### src/rtl/ngsc_pkg.sv
package ngsc_pkg;

	// field widths fixed by the word formats
	localparam int unsigned POS_W = 6;
	localparam int unsigned BUFFER_DEPTH_DEF = 64;

	// request opcodes
	localparam logic [1:0] OP_BYTE = 2'd0;
	localparam logic [1:0] OP_READ = 2'd1;
	localparam logic [1:0] OP_STAT = 2'd2;

	// characters of interest
	localparam logic [7:0] CH_DOLLAR = 8'h24;
	localparam logic [7:0] CH_G      = 8'h47;
	localparam logic [7:0] CH_P      = 8'h50;
	localparam logic [7:0] CH_A      = 8'h41;
	localparam logic [7:0] CH_COMMA  = 8'h2C;
	localparam logic [7:0] CH_DOT    = 8'h2E;
	localparam logic [7:0] CH_STAR   = 8'h2A;

	typedef struct packed {
		logic [1:0] op;
		logic [7:0] rx_byte;
	} req_word_t;

	typedef struct packed {
		logic [7:0]       data_char;
		logic [POS_W-1:0] position;
		logic             last;
		logic             good;
	} rsp_word_t;

	// controller to datapath and parser
	typedef struct packed {
		logic             byte_take;
		logic             rd_start;
		logic             stat;
		logic             rd_issue;
		logic             rd_last;
		logic [POS_W-1:0] rd_addr;
	} ctrl_cmd_t;

	// datapath to controller
	typedef struct packed {
		logic adv;
	} dp_stat_t;

	// parser to buffer
	typedef struct packed {
		logic             we;
		logic             clr;
		logic [POS_W-1:0] addr;
		logic [7:0]       data;
	} wr_cmd_t;

	// letters, digits and , $ . * pass the filter
	function automatic logic char_ok(input logic [7:0] c);
		logic ok;
		ok = ((c >= 8'h41) && (c <= 8'h5A)) || ((c >= 8'h61) && (c <= 8'h7A)) ||
			((c >= 8'h30) && (c <= 8'h39)) ||
			(c == CH_COMMA) || (c == CH_DOLLAR) || (c == CH_DOT) || (c == CH_STAR);
		return ok;
	endfunction

endpackage

### src/rtl/ngsc_parse.sv
module ngsc_parse #(
	parameter int unsigned BUFFER_DEPTH = ngsc_pkg::BUFFER_DEPTH_DEF
) (
	input  logic                clk,
	input  logic                arst_n,
	input  logic                cap_en,
	input  logic [7:0]          rx_byte,
	input  ngsc_pkg::ctrl_cmd_t cmd,
	output ngsc_pkg::wr_cmd_t   wr,
	output logic                good
);
	import ngsc_pkg::*;

	localparam int unsigned WI = $clog2(BUFFER_DEPTH + 1);

	localparam logic [3:0] ST_INIT   = 4'd0;
	localparam logic [3:0] ST_DOLLAR = 4'd1;
	localparam logic [3:0] ST_G1     = 4'd2;
	localparam logic [3:0] ST_P      = 4'd3;
	localparam logic [3:0] ST_G2     = 4'd4;
	localparam logic [3:0] ST_G3     = 4'd5;
	localparam logic [3:0] ST_A      = 4'd6;
	localparam logic [3:0] ST_COMMA  = 4'd7;
	localparam logic [3:0] ST_DATA   = 4'd8;
	localparam logic [3:0] ST_WAIT   = 4'd9;

	logic [3:0]    ps_q, ps_d;
	logic [WI-1:0] widx_q, widx_d;
	logic          good_q, good_d;
	logic          rdone_q, rdone_d;
	logic          take;

	assign take = cmd.byte_take && cap_en && char_ok(rx_byte);

	// sentence matcher
	always_comb begin
		ps_d    = ps_q;
		widx_d  = widx_q;
		good_d  = good_q;
		rdone_d = rdone_q;
		wr.we   = 1'b0;
		wr.clr  = 1'b0;
		wr.addr = POS_W'(widx_q);
		wr.data = rx_byte;
		if (cmd.rd_start) begin
			rdone_d = 1'b1;
		end
		if (take) begin
			unique case (ps_q)
				ST_INIT: begin
					wr.clr  = 1'b1;
					ps_d    = ST_DOLLAR;
					rdone_d = 1'b0;
					widx_d  = '0;
				end
				ST_DOLLAR: begin
					if (rx_byte == CH_DOLLAR) ps_d = ST_G1;
				end
				ST_G1, ST_P, ST_G2, ST_G3, ST_A: begin
					priority if ((ps_q == ST_G1 && rx_byte == CH_G) ||
						(ps_q == ST_P && rx_byte == CH_P) ||
						(ps_q == ST_G2 && rx_byte == CH_G) ||
						(ps_q == ST_G3 && rx_byte == CH_G) ||
						(ps_q == ST_A && rx_byte == CH_A)) begin
						ps_d = ps_q + 4'd1;
					end else begin
						ps_d    = ST_DOLLAR;
						rdone_d = 1'b0;
					end
				end
				ST_COMMA: begin
					ps_d    = ST_DOLLAR;
					rdone_d = 1'b0;
					if (rx_byte == CH_COMMA) begin
						ps_d   = ST_DATA;
						widx_d = '0;
					end
				end
				ST_DATA: begin
					if (widx_q < WI'(BUFFER_DEPTH)) begin
						wr.we  = 1'b1;
						widx_d = widx_q + 1'b1;
					end
					if (rx_byte == CH_DOLLAR) begin
						good_d = 1'b1;
						ps_d   = ST_WAIT;
					end
				end
				ST_WAIT: begin
					if (rdone_q) begin
						good_d  = 1'b0;
						ps_d    = ST_DOLLAR;
						rdone_d = 1'b0;
					end
				end
				default: begin
					ps_d    = ST_DOLLAR;
					rdone_d = 1'b0;
				end
			endcase
		end
	end

	always_ff @(posedge clk or negedge arst_n) begin
		if (!arst_n) begin
			ps_q    <= ST_INIT;
			widx_q  <= '0;
			good_q  <= 1'b1;
			rdone_q <= 1'b0;
		end else begin
			ps_q    <= ps_d;
			widx_q  <= widx_d;
			good_q  <= good_d;
			rdone_q <= rdone_d;
		end
	end

	assign good = good_q;

endmodule

### src/rtl/ngsc_ctrl.sv
module ngsc_ctrl #(
	parameter int unsigned BUFFER_DEPTH = ngsc_pkg::BUFFER_DEPTH_DEF
) (
	input  logic                clk,
	input  logic                arst_n,
	input  logic                req_valid,
	input  logic [1:0]          op,
	input  ngsc_pkg::dp_stat_t  stat,
	output logic                req_ready,
	output ngsc_pkg::ctrl_cmd_t cmd
);
	import ngsc_pkg::*;

	localparam int unsigned AW = $clog2(BUFFER_DEPTH);

	localparam logic S_IDLE = 1'b0;
	localparam logic S_READ = 1'b1;

	logic          st_q;
	logic [AW-1:0] cnt_q;
	logic          acc;

	assign req_ready = (st_q == S_IDLE) && stat.adv;
	assign acc       = req_valid && req_ready;

	// commands
	always_comb begin
		cmd.byte_take = acc && (op == OP_BYTE);
		cmd.rd_start  = acc && (op == OP_READ);
		cmd.stat      = acc && (op == OP_STAT);
		cmd.rd_issue  = (st_q == S_READ) && stat.adv;
		cmd.rd_last   = (cnt_q == AW'(BUFFER_DEPTH - 1));
		cmd.rd_addr   = POS_W'(cnt_q);
	end

	// read-out sequencer
	always_ff @(posedge clk or negedge arst_n) begin
		if (!arst_n) begin
			st_q  <= S_IDLE;
			cnt_q <= '0;
		end else begin
			unique case (st_q)
				S_IDLE: begin
					cnt_q <= '0;
					if (cmd.rd_start) st_q <= S_READ;
				end
				S_READ: begin
					if (cmd.rd_issue) begin
						cnt_q <= cnt_q + 1'b1;
						if (cmd.rd_last) st_q <= S_IDLE;
					end
				end
				default: st_q <= S_IDLE;
			endcase
		end
	end

endmodule

### src/rtl/ngsc_dp.sv
module ngsc_dp #(
	parameter int unsigned BUFFER_DEPTH = ngsc_pkg::BUFFER_DEPTH_DEF
) (
	input  logic                clk,
	input  logic                arst_n,
	input  ngsc_pkg::ctrl_cmd_t cmd,
	input  ngsc_pkg::wr_cmd_t   wr,
	input  logic                good,
	input  logic                rsp_ready,
	output logic                rsp_valid,
	output ngsc_pkg::rsp_word_t rsp,
	output ngsc_pkg::dp_stat_t  stat
);
	import ngsc_pkg::*;

	localparam int unsigned AW = $clog2(BUFFER_DEPTH);

	logic [7:0]        mem [BUFFER_DEPTH];
	logic [BUFFER_DEPTH-1:0] vld_q;

	logic             s1_valid_q;
	logic             s1_stat_s1;
	logic             s1_last_s1;
	logic             s1_good_s1;
	logic             s1_vld_s1;
	logic [7:0]       s1_data_s1;
	logic [POS_W-1:0] s1_pos_s1;

	logic      out_valid_q;
	rsp_word_t out_q;
	logic      load_out;
	logic      issue;

	assign load_out = s1_valid_q && (!out_valid_q || rsp_ready);
	assign stat.adv = !s1_valid_q || load_out;
	assign issue    = cmd.rd_issue || cmd.stat;

	// buffer write port and registered read
	always_ff @(posedge clk) begin
		if (wr.we) mem[wr.addr[AW-1:0]] <= wr.data;
		if (cmd.rd_issue) s1_data_s1 <= mem[cmd.rd_addr[AW-1:0]];
	end

	// per-entry valid bits: unwritten entries read as '$'
	always_ff @(posedge clk or negedge arst_n) begin
		if (!arst_n) begin
			vld_q <= '0;
		end else if (wr.clr) begin
			vld_q <= '0;
		end else if (wr.we) begin
			vld_q[wr.addr[AW-1:0]] <= 1'b1;
		end
	end

	// read stage
	always_ff @(posedge clk or negedge arst_n) begin
		if (!arst_n) begin
			s1_valid_q <= 1'b0;
		end else if (issue) begin
			s1_valid_q <= 1'b1;
		end else if (load_out) begin
			s1_valid_q <= 1'b0;
		end
	end

	always_ff @(posedge clk) begin
		if (issue) begin
			s1_stat_s1 <= cmd.stat;
			s1_last_s1 <= cmd.stat || cmd.rd_last;
			s1_good_s1 <= good;
			s1_vld_s1  <= vld_q[cmd.rd_addr[AW-1:0]];
			s1_pos_s1  <= cmd.stat ? '0 : cmd.rd_addr;
		end
	end

	// output register
	always_ff @(posedge clk or negedge arst_n) begin
		if (!arst_n) begin
			out_valid_q <= 1'b0;
		end else if (load_out) begin
			out_valid_q <= 1'b1;
		end else if (rsp_ready) begin
			out_valid_q <= 1'b0;
		end
	end

	always_ff @(posedge clk) begin
		if (load_out) begin
			priority if (s1_stat_s1) out_q.data_char <= 8'h00;
			else if (s1_vld_s1) out_q.data_char <= s1_data_s1;
			else out_q.data_char <= CH_DOLLAR;
			out_q.position <= s1_pos_s1;
			out_q.last     <= s1_last_s1;
			out_q.good     <= s1_good_s1;
		end
	end

	assign rsp_valid = out_valid_q;
	assign rsp       = out_q;

endmodule

### src/rtl/nmea_gga_sentence_capture.sv
// channel  | handshake             | word
// ---------+-----------------------+------------------------------------
// request  | req_valid / req_ready | req: op, rx_byte
// response | rsp_valid / rsp_ready | rsp: data_char, position, last, good
// config   | cfg_we                | cfg_wdata: capture_enable
//
// A received byte or status query is accepted as a single request; a read-out closes the
// request side while BUFFER_DEPTH buffer reads go out, one per cycle unless the response
// side stalls, through the single read port; the BUFFER_DEPTH words then leave through a
// read stage and output register. Reset marks all buffer entries as unwritten so they
// read as '$'; no clearing pass. A stalled response, once the read stage is full, holds
// the read sequencer and the request side.
module nmea_gga_sentence_capture #(
	parameter int unsigned BUFFER_DEPTH = ngsc_pkg::BUFFER_DEPTH_DEF
) (
	input  logic                clk,
	input  logic                arst_n,
	input  logic                req_valid,
	output logic                req_ready,
	input  ngsc_pkg::req_word_t req,
	output logic                rsp_valid,
	input  logic                rsp_ready,
	output ngsc_pkg::rsp_word_t rsp,
	input  logic                cfg_we,
	input  logic                cfg_wdata
);
	import ngsc_pkg::*;

	logic      cap_en_q;
	ctrl_cmd_t cmd;
	dp_stat_t  stat;
	wr_cmd_t   wr;
	logic      good;

	// configuration register
	always_ff @(posedge clk or negedge arst_n) begin
		if (!arst_n) begin
			cap_en_q <= 1'b0;
		end else if (cfg_we) begin
			cap_en_q <= cfg_wdata;
		end
	end

	ngsc_ctrl #(.BUFFER_DEPTH(BUFFER_DEPTH)) u_ctrl (
		.clk       (clk),
		.arst_n    (arst_n),
		.req_valid (req_valid),
		.op        (req.op),
		.stat      (stat),
		.req_ready (req_ready),
		.cmd       (cmd)
	);

	ngsc_parse #(.BUFFER_DEPTH(BUFFER_DEPTH)) u_parse (
		.clk     (clk),
		.arst_n  (arst_n),
		.cap_en  (cap_en_q),
		.rx_byte (req.rx_byte),
		.cmd     (cmd),
		.wr      (wr),
		.good    (good)
	);

	ngsc_dp #(.BUFFER_DEPTH(BUFFER_DEPTH)) u_dp (
		.clk       (clk),
		.arst_n    (arst_n),
		.cmd       (cmd),
		.wr        (wr),
		.good      (good),
		.rsp_ready (rsp_ready),
		.rsp_valid (rsp_valid),
		.rsp       (rsp),
		.stat      (stat)
	);

	// a read-out request closes the request side on the next cycle
	a_read_blocks: assert property (@(posedge clk) disable iff (!arst_n)
		req_valid && req_ready && (req.op == OP_READ) |=> !req_ready)
		else $error("request accepted right after a read-out request");

	// sequencer reads never overlap an accepted request
	a_issue_excl: assert property (@(posedge clk) disable iff (!arst_n)
		cmd.rd_issue |-> !req_ready)
		else $error("buffer read issued while requests are accepted");

	// a status word carries no character
	a_stat_word: assert property (@(posedge clk) disable iff (!arst_n)
		rsp_valid && rsp.last && (rsp.position != POS_W'(BUFFER_DEPTH - 1))
		|-> (rsp.data_char == 8'h00) && (rsp.position == '0))
		else $error("status word with nonzero payload");

	// buffer writes and clears only follow an accepted byte
	a_wr_cause: assert property (@(posedge clk) disable iff (!arst_n)
		(wr.we || wr.clr) |-> cmd.byte_take && cap_en_q)
		else $error("buffer written without an accepted byte");

endmodule

### config.mk
export PLATFORM = sky130hd
export DESIGN_NAME = nmea_gga_sentence_capture
export DESIGN_NICKNAME = d
export VERILOG_FILES = /design/src/rtl/ngsc_pkg.sv /design/src/rtl/ngsc_parse.sv /design/src/rtl/ngsc_ctrl.sv /design/src/rtl/ngsc_dp.sv /design/src/rtl/nmea_gga_sentence_capture.sv
export SDC_FILE = /design/constraint.sdc
export NUM_CORES = 1
export LEC_CHECK = 0
export ABC_AREA = 1
export BUFFER_PORTS_ARGS = -buffer_cell sky130_fd_sc_hd__clkbuf_2
export CAP_MARGIN = 20
export CELL_PAD_IN_SITES_DETAIL_PLACEMENT = 0
export CELL_PAD_IN_SITES_GLOBAL_PLACEMENT = 1
export CORE_MARGIN = 3
export CORE_UTILIZATION = 49
export CTS_CLUSTER_DIAMETER = 200
export DETAILED_ROUTE_END_ITERATION = 16
export HOLD_SLACK_MARGIN = 0.15
export PLACE_DENSITY = 0.82
export SKIP_LAST_GASP = 1
export SYNTH_ARGS = -nofsm -noshare
export SYNTH_HDL_FRONTEND = slang
export SYNTH_SLANG_ARGS = --single-unit
export TNS_END_PERCENT = 50
### constraint.sdc
create_clock -name clk -period 4.05 [get_ports clk]
set_clock_uncertainty 0.1 [all_clocks]
set_input_delay 0.81 -clock clk [delete_from_list [all_inputs] [get_ports clk]]
set_output_delay 0.81 -clock clk [all_outputs]
set_load 0.01 [all_outputs]
==> summary.txt, run 1 <==
Status
  – Status: finished clean

Clock tree
  – Post-cts hold buffer count: 0
  – Num CTS Buffers: 67
  – Post-CTS Resized: 0
  – Maximum root-to-sink buffer count: 3
  – Root Driver: clkbuf_16
  – CTS clock-pin slew for the worst setup and hold paths: 0.06 ns
  – H-tree depth: 3
  – Clk_lat worst skew: 0.60 ns
  – Postcts setup bufs: 0
  – TritonCTS clock tree: yes
  – Clock sink count: 633

Setup path
  – Crit-path cells: inv_1 -> ha_1 -> nand3_1 -> nor2_4 -> buf_4 -> nand2_1 -> nor2_1
  – Critical-path top delay cell: nor2_1
  – Critical path class: reg2reg
  – Reg-to-reg setup timing slack: 0.99 ns
  – CP Launch Type: flop
  – Worst Path Required: 4.17 ns
  – CP max stage delay: 0.52 ns
  – Max FO, Critical Path: 25
  – Critical path arrival: 3.18 ns
  – Worst setup EP type: flop

Layout
  – Non-filler instance count after layout: 3449
  – Filler instances: 4721
  – Fin nets: 2674
  – Antenna diodes: 0
  – Share of cells above drive strength 1: 8.40%
  – Area delta synth->final: 11.1%
  – Fin util: 55.5%

Place
  – Port Buffers: 33
  – Placed Cells: 3330
  – Dpl ws: 0.561 ns
  – GP Congestion: 0.866
  – DP Wirelength: 46300 um

Power and ir drop
  – Psw: 5.38 mW
  – Final Total Pwr: 17.4 mW
  – P_int: 12.1 mW
  – Switch share: 30.8%
  – Comb pwr share: 21.9%
  – Peak supply drop: 353 uV
  – Clk pwr share: 35.9%
  – Sequential Power Share: 42.2%
  – PwrDens: 566 nW/um^2
  – Lkg Pwr: 11.9 nW

Routing
  – Drt pass-1 iters: 6
  – Total wire length: 77500 um
  – WL/cell: 22.5 um
  – Post-DR vias/cell: 5.79
  – Post-route ant nets: 0
  – Initial DRC Count: 2335
  – DR vias: 20.0k
  – DRC: 0

Global route
  – Vias in the first global route: 19.3k
  – Total global routing overflow: 0
  – Initial antenna violation count: 2
  – First-pass GRT wire length: 116000 um
  – GRT Util Overall: 25.8%
  – Largest net degree at the start of global routing: 168

Synthesis
  – Cell Area, Synth: 27700 um^2
  – Commonest cells in the netlist: nand2_1 (897), edfxtp_1 (546), nand3_1 (447)
  – Warnings from Yosys: 0
  – Post-Syn Area per Cell: 10.4 um^2
  – Post-synth top flop: edfxtp_1
  – Sequential cell area fraction in the yosys report: 67.0%
  – Synth area leaders: edfxtp_1 (59%), nand2_1 (12%), nand3_1 (8.1%)
  – Yosys top cell by area: edfxtp_1
  – Number of synthesized register bits: 633
  – Largest family of logic cells by synthesized area: simple AND/OR/NAND/NOR gates
  – Net Count, Synth: 2678
  – Post-synthesis mux area share: 0.0406%
  – Post-synthesis async set-or-reset flop share: 13.7%
  – Mapped Cells: 2656
  – Post-Synth Simple-Gate Area: 24.5%
  – Fraction of the mapped netlist area in adder cells: 0.271%
  – Compound-Gate Fraction of Synth Area: 3.60%
  – Post-synth EDFFs: 546
  – Most common cell in the netlist: nand2_1
  – Post-synthesis cell type count: 40
  – XOR/XNOR Fraction of Synth Area: 0.189%
  – Top-area cell type share of the netlist area: 59.1%

Floorplan
  – Row Count: 86
  – Number of I/O pins: 34
  – Initial Util: 50.0%
  – Die span in x: 244 um
  – Core ar.: 55500 um^2
  – DIE AREA: 59500 um^2
  – Die height: 244 um

STA
  – Final TNS setup: 0 ns
  – Final Max Tran Viols: 0
  – Final worst slack: 0.988 ns
  – RSZ-0062 raised after global routing: false
  – Max_slew headroom: 30.1%
  – Hold Fails Final Rpt: 0
  – Fmax: 327 MHz
  – Final setup vio count: 0
  – Min Tclk post-route: 3.06 ns
  – Fin crit share: 75.6%
  – Slew @ Worst Pin: 1.05 ns

Flow run
  – Max-cap check violation count: 0

Worst hold path
  – Hold Path Class: in2async
state kept, by name, summed over array words and instances (netlist names):
register / cells
u_dp.mem: 512
u_dp.rsp: 16
u_dp.s1_pos_s1: 6
u_dp.s1_vld_s1: 1
u_dp.vld_q: 64
u_parse.rdone_q: 1
u_ctrl.st_q: 1
u_parse.widx_q: 7
u_dp.s1_stat_s1: 1
u_ctrl.cnt_q: 6
u_dp.s1_valid_q: 1
u_parse.ps_q: 4
u_parse.good: 1
u_dp.rsp_valid: 1
u_dp.s1_good_s1: 1
cap_en_q: 1
u_dp.s1_last_s1: 1
u_dp.s1_data_s1: 8
cells by family after synthesis:
| logic type | after synthesis |
|---|---|
| simple gates | 1574 |
| fa+ha+maj | 6 |
| mux | 1 |
| flops | 633 |
| compound gates | 162 |
| xor+xnor | 6 |
| buf+inv | 274 |
final cells by class:
type / count / area (um^2) / share of cell area [%]
Clock buffer: 81 / 1780 / 5.78
Clock inverter: 37 / 439 / 1.43
Inverter: 107 / 412 / 1.34
Multi-Input combinational cell: 1749 / 7950 / 25.8
Sequential cell: 633 / 18600 / 60.3
Tap cell: 748 / 936 / 3.04
Timing Repair Buffer: 94 / 708 / 2.30
per-stage QoR:
stage	hold slack, ns	area, um^2
after floorplan	0.300	27700
after global placement	0.306	28600
after detailed placement	0.307	28600
after CTS	0.269	30800
after global routing	0.318	30800
final	0.255	30800
critical path: cells and delay by family (launching register included):
kind,cells,cell delay (ns)
buffers and inverters,2,0.55
flip-flops,1,0.45
AND/OR/NAND/NOR,4,1.38
adder cells (fa/ha/maj),1,0.20
power groups by stage:
stage / Combinational (mW) / Clock (mW) / Sequential (mW)
after detailed placement: 3.75 / 0 / 7.49
after global routing: 4.15 / 6.62 / 7.37
after floorplan: 2.40 / 0 / 7.44
after global placement: 3.73 / 0 / 7.48
final: 3.82 / 6.26 / 7.36
after CTS: 3.77 / 6.34 / 7.36
worst paths after layout:
check / start / to / cells after the start
setup / recovery: u_parse.ps_q[0] / u_dp.mem[31][4] / 7
hold / removal: arst_n / u_dp.vld_q[31] / 1
setup reg to reg: u_parse.ps_q[0] / u_dp.mem[31][4] / 7
hold reg to reg: u_dp.s1_last_s1 / u_dp.rsp[1] / 0
max in group asynchronous: arst_n / u_parse.good / 2
min in group clk: u_dp.s1_last_s1 / u_dp.rsp[1] / 0
cells in the final DEF, fill, tap and decap left out, types with 48 or more instances in the layout:
| cell | count |
|---|---|
| a21oi_1 | 48 |
| nand4_1 | 75 |
| buf_4 | 56 |
| nand3_1 | 447 |
| nor2_1 | 111 |
| dfrtp_1 | 83 |
| edfxtp_1 | 546 |
| nand2_1 | 896 |
| inv_1 | 97 |
| clkbuf_16 | 69 |
routing by layer:
layer | track usage, % | share of wire [%] | vias to the layer above
met5 | 0 | 0.014 | -
met2 | 41.5 | 47 | 871
met3 | 4.34 | 7.6 | 165
met1 | 35.4 | 41 | 9790
li1 | - | - | 9153
met4 | 10.1 | 3.5 | 2
No activity file was read; power rests on OpenSTA's default activity.
==> run 2, diff against run 1 <==
CORE_UTILIZATION = 46   (was 49)
PLACE_DENSITY = 0.81   (was 0.82)
clock period = 2.7 ns   (was 4.05 ns; I/O delays follow)
==> run 2 against run 1 <==
- core utilization decreased by 1.5 points
- global-route usage fell by 1.1 points
- cell count rose by 3.8%
- clock power up 56%
- non-clock buffer count up 105
- worst hold slack got worse by 0.040 ns
- sequential share of layout area is 2.3 points lower
- die area is 6.4% higher
- via count increased by 1.4%
- wire length is 1.2% higher
- critical path depth increased by 6
- combinational power up 55%
- largest power group unchanged
==> summary.txt, run 2 (synthesis gave the netlist of run 1 again) <==
Status
  – Status: finished clean

Clock tree
  – Postcts setup bufs: 0
  – Num CTS Buffers: 67
  – Maximum root-to-sink buffer count: 3
  – Clk_lat worst skew: 0.61 ns
  – CTS clock-pin slew for the worst setup and hold paths: 0.06 ns
  – Clock sink count: 633
  – TritonCTS clock tree: yes
  – H-tree depth: 3
  – Root Driver: clkbuf_16

Layout
  – Max reg flops: 512
  – Fin nets: 2779
  – Commonest non-fill, non-tap cell in the layout: nand2_1
  – Fin util: 53.9%
  – Share of cells above drive strength 1: 12.0%
  – Filler instances: 5080
  – Most frequent cells in the layout: nand2_1 (896), edfxtp_1 (546), nand3_1 (447)
  – Area delta synth->final: 15.4%

Power and ir drop
  – Final Total Pwr: 26.7 mW
  – P_int: 18.5 mW
  – Sequential Power Share: 41.2%
  – Psw: 8.15 mW
  – Switch share: 30.6%
  – Comb pwr share: 22.2%
  – Clk pwr share: 36.6%
  – Peak supply drop: 520 uV
  – PwrDens: 833 nW/um^2
  – Lkg Pwr: 12.6 nW

Flow run
  – Max-cap check violation count: 0

Place
  – Dpl ws: -0.119 ns
  – GP Congestion: 0.854
  – Port Buffers: 33
  – DP Wirelength: 47600 um

Setup path
  – R2r startpoint: u_ctrl.st_q
  – FF-to-FF End: u_dp.mem[20][5]
  – Critical path class: in2reg
  – Critical-path top delay cell: dlygate4sd3_1
  – Crit-path cells: dlygate4sd3_1 -> clkbuf_2 -> nor2_1 -> nand2_2 -> nand2_1 -> nor2_2 -> nand4_2 -> buf_12 -> nor2_4 -> buf_12 -> nand3_2 -> nor2_1 -> buf_4
  – Worst Path Required: 2.92 ns
  – CP bufs+invs: 5
  – Worst setup EP type: flop
  – Reg-to-reg setup timing slack: 0.14 ns
  – CP max stage delay: 0.53 ns
  – FF-to-FF path depth: 10
  – Max FO, Critical Path: 12
  – Crit path max-delay family: buffers and inverters
  – CP Launch Type: input pin
  – Critical path arrival: 2.86 ns

STA
  – Max_slew headroom: 33.2%
  – Fmax: 378 MHz
  – Hold Worst Slack: 0.215 ns
  – Final setup vio count: 0
  – Final Max Tran Viols: 0
  – Hold Fails Final Rpt: 0
  – Fin crit share: 97.9%
  – Final TNS setup: 0 ns
  – Final worst slack: 0.0565 ns
  – Min Tclk post-route: 2.64 ns
  – Slew @ Worst Pin: 1.00 ns

Global route
  – Total global routing overflow: 0
  – First-pass GRT wire length: 119000 um
  – Largest net degree at the start of global routing: 129
  – Initial antenna violation count: 3
  – GRT Util Overall: 24.7%
  – Vias in the first global route: 19.8k

Floorplan
  – Initial Util: 46.7%
  – Die span in x: 252 um
  – Die height: 252 um
  – DIE AREA: 63300 um^2
  – Number of I/O pins: 34
  – Core ar.: 59400 um^2
  – Row Count: 89

Worst hold path
  – Min-delay src: req[8]
  – Hold Path Class: in2reg
  – Hold depth: 2
  – Hold Path Sink: u_dp.s1_stat_s1

Routing
  – Post-route ant nets: 0
  – DR vias: 20.3k
  – Initial DRC Count: 2321
  – Total wire length: 78400 um
  – Drt pass-1 iters: 6
  – WL/cell: 21.9 um
  – DRC: 0
  – Post-DR vias/cell: 5.66
run 2: cell count changes in the layout (fill, tap and decap cells not counted), moves of 2 or more:
cell           previous run  this run
clkinvlp_4                2         5
clkinv_2                 12         7
clkbuf_8                  1         8
buf_12                    5        25
clkinv_1                 12         8
buf_4                    56       138
inv_16                    0         2
clkbuf_1                 11         6
dlygate4sd3_1             0         4
run 2: timing repair:
action,4_1_cts,5_1_grt
resized for setup,0,2
endpoints found under the setup margin,0,67
endpoints found under the hold margin,36,0
hold buffers,4,0
run 2: power by group through the flow:
stage | clock (mW) | sequential (mW) | combinational (mW)
5_1_grt | 10.3 | 11.0 | 6.42
4_1_cts | 9.89 | 11.0 | 5.86
3_5_place_dp | 0 | 11.2 | 5.83
3_3_place_gp | 0 | 11.2 | 5.80
6_report | 9.77 | 11.0 | 5.93
2_1_floorplan | 0 | 11.2 | 3.60
run 2: per-layer routing:
| metal | up-vias | part of all wire, % | global-route usage [%] |
|---|---|---|---|
| met2 | 907 | 46 | 39.2 |
| met4 | 4 | 2.7 | 7.09 |
| met5 | - | 0.032 | 0 |
| met1 | 9821 | 42 | 35.2 |
| li1 | 9386 | - | - |
| met3 | 135 | 8.9 | 4.51 |
run 2: how the worst max path moves through the flow:
| stage | start | end | cells after the start |
|---|---|---|---|
| after floorplan | req[1] | u_dp.mem[31][0] | 12 |
| after global placement | req[3] | u_dp.mem[43][2] | 14 |
| after detailed placement | req[3] | u_dp.mem[40][3] | 14 |
| after CTS | rsp_ready | u_dp.mem[20][5] | 13 |
| after global routing | rsp_ready | u_dp.mem[20][5] | 13 |
| final | rsp_ready | u_dp.mem[20][5] | 13 |
run 2: metrics by stage:
| stage | instance area, um^2 | cells |
|---|---|---|
| 2_1_floorplan | 27700 | 2656 |
| 3_3_place_gp | 29600 | 3457 |
| 3_5_place_dp | 29600 | 3457 |
| 4_1_cts | 32000 | 3579 |
| 5_1_grt | 32000 | 3579 |
| 6_report | 32000 | 3580 |
run 2: final cells by class:
type	count	area, um^2	share of cell area [%]
well taps	773	967	3.02
diodes	1	2.50	0.00782
flip-flops and latches	633	18600	58.0
inverters	107	412	1.29
repair buffers	199	1740	5.42
clock inverters	34	470	1.47
multi-input cells	1749	7960	24.9
clock buffers	84	1880	5.88
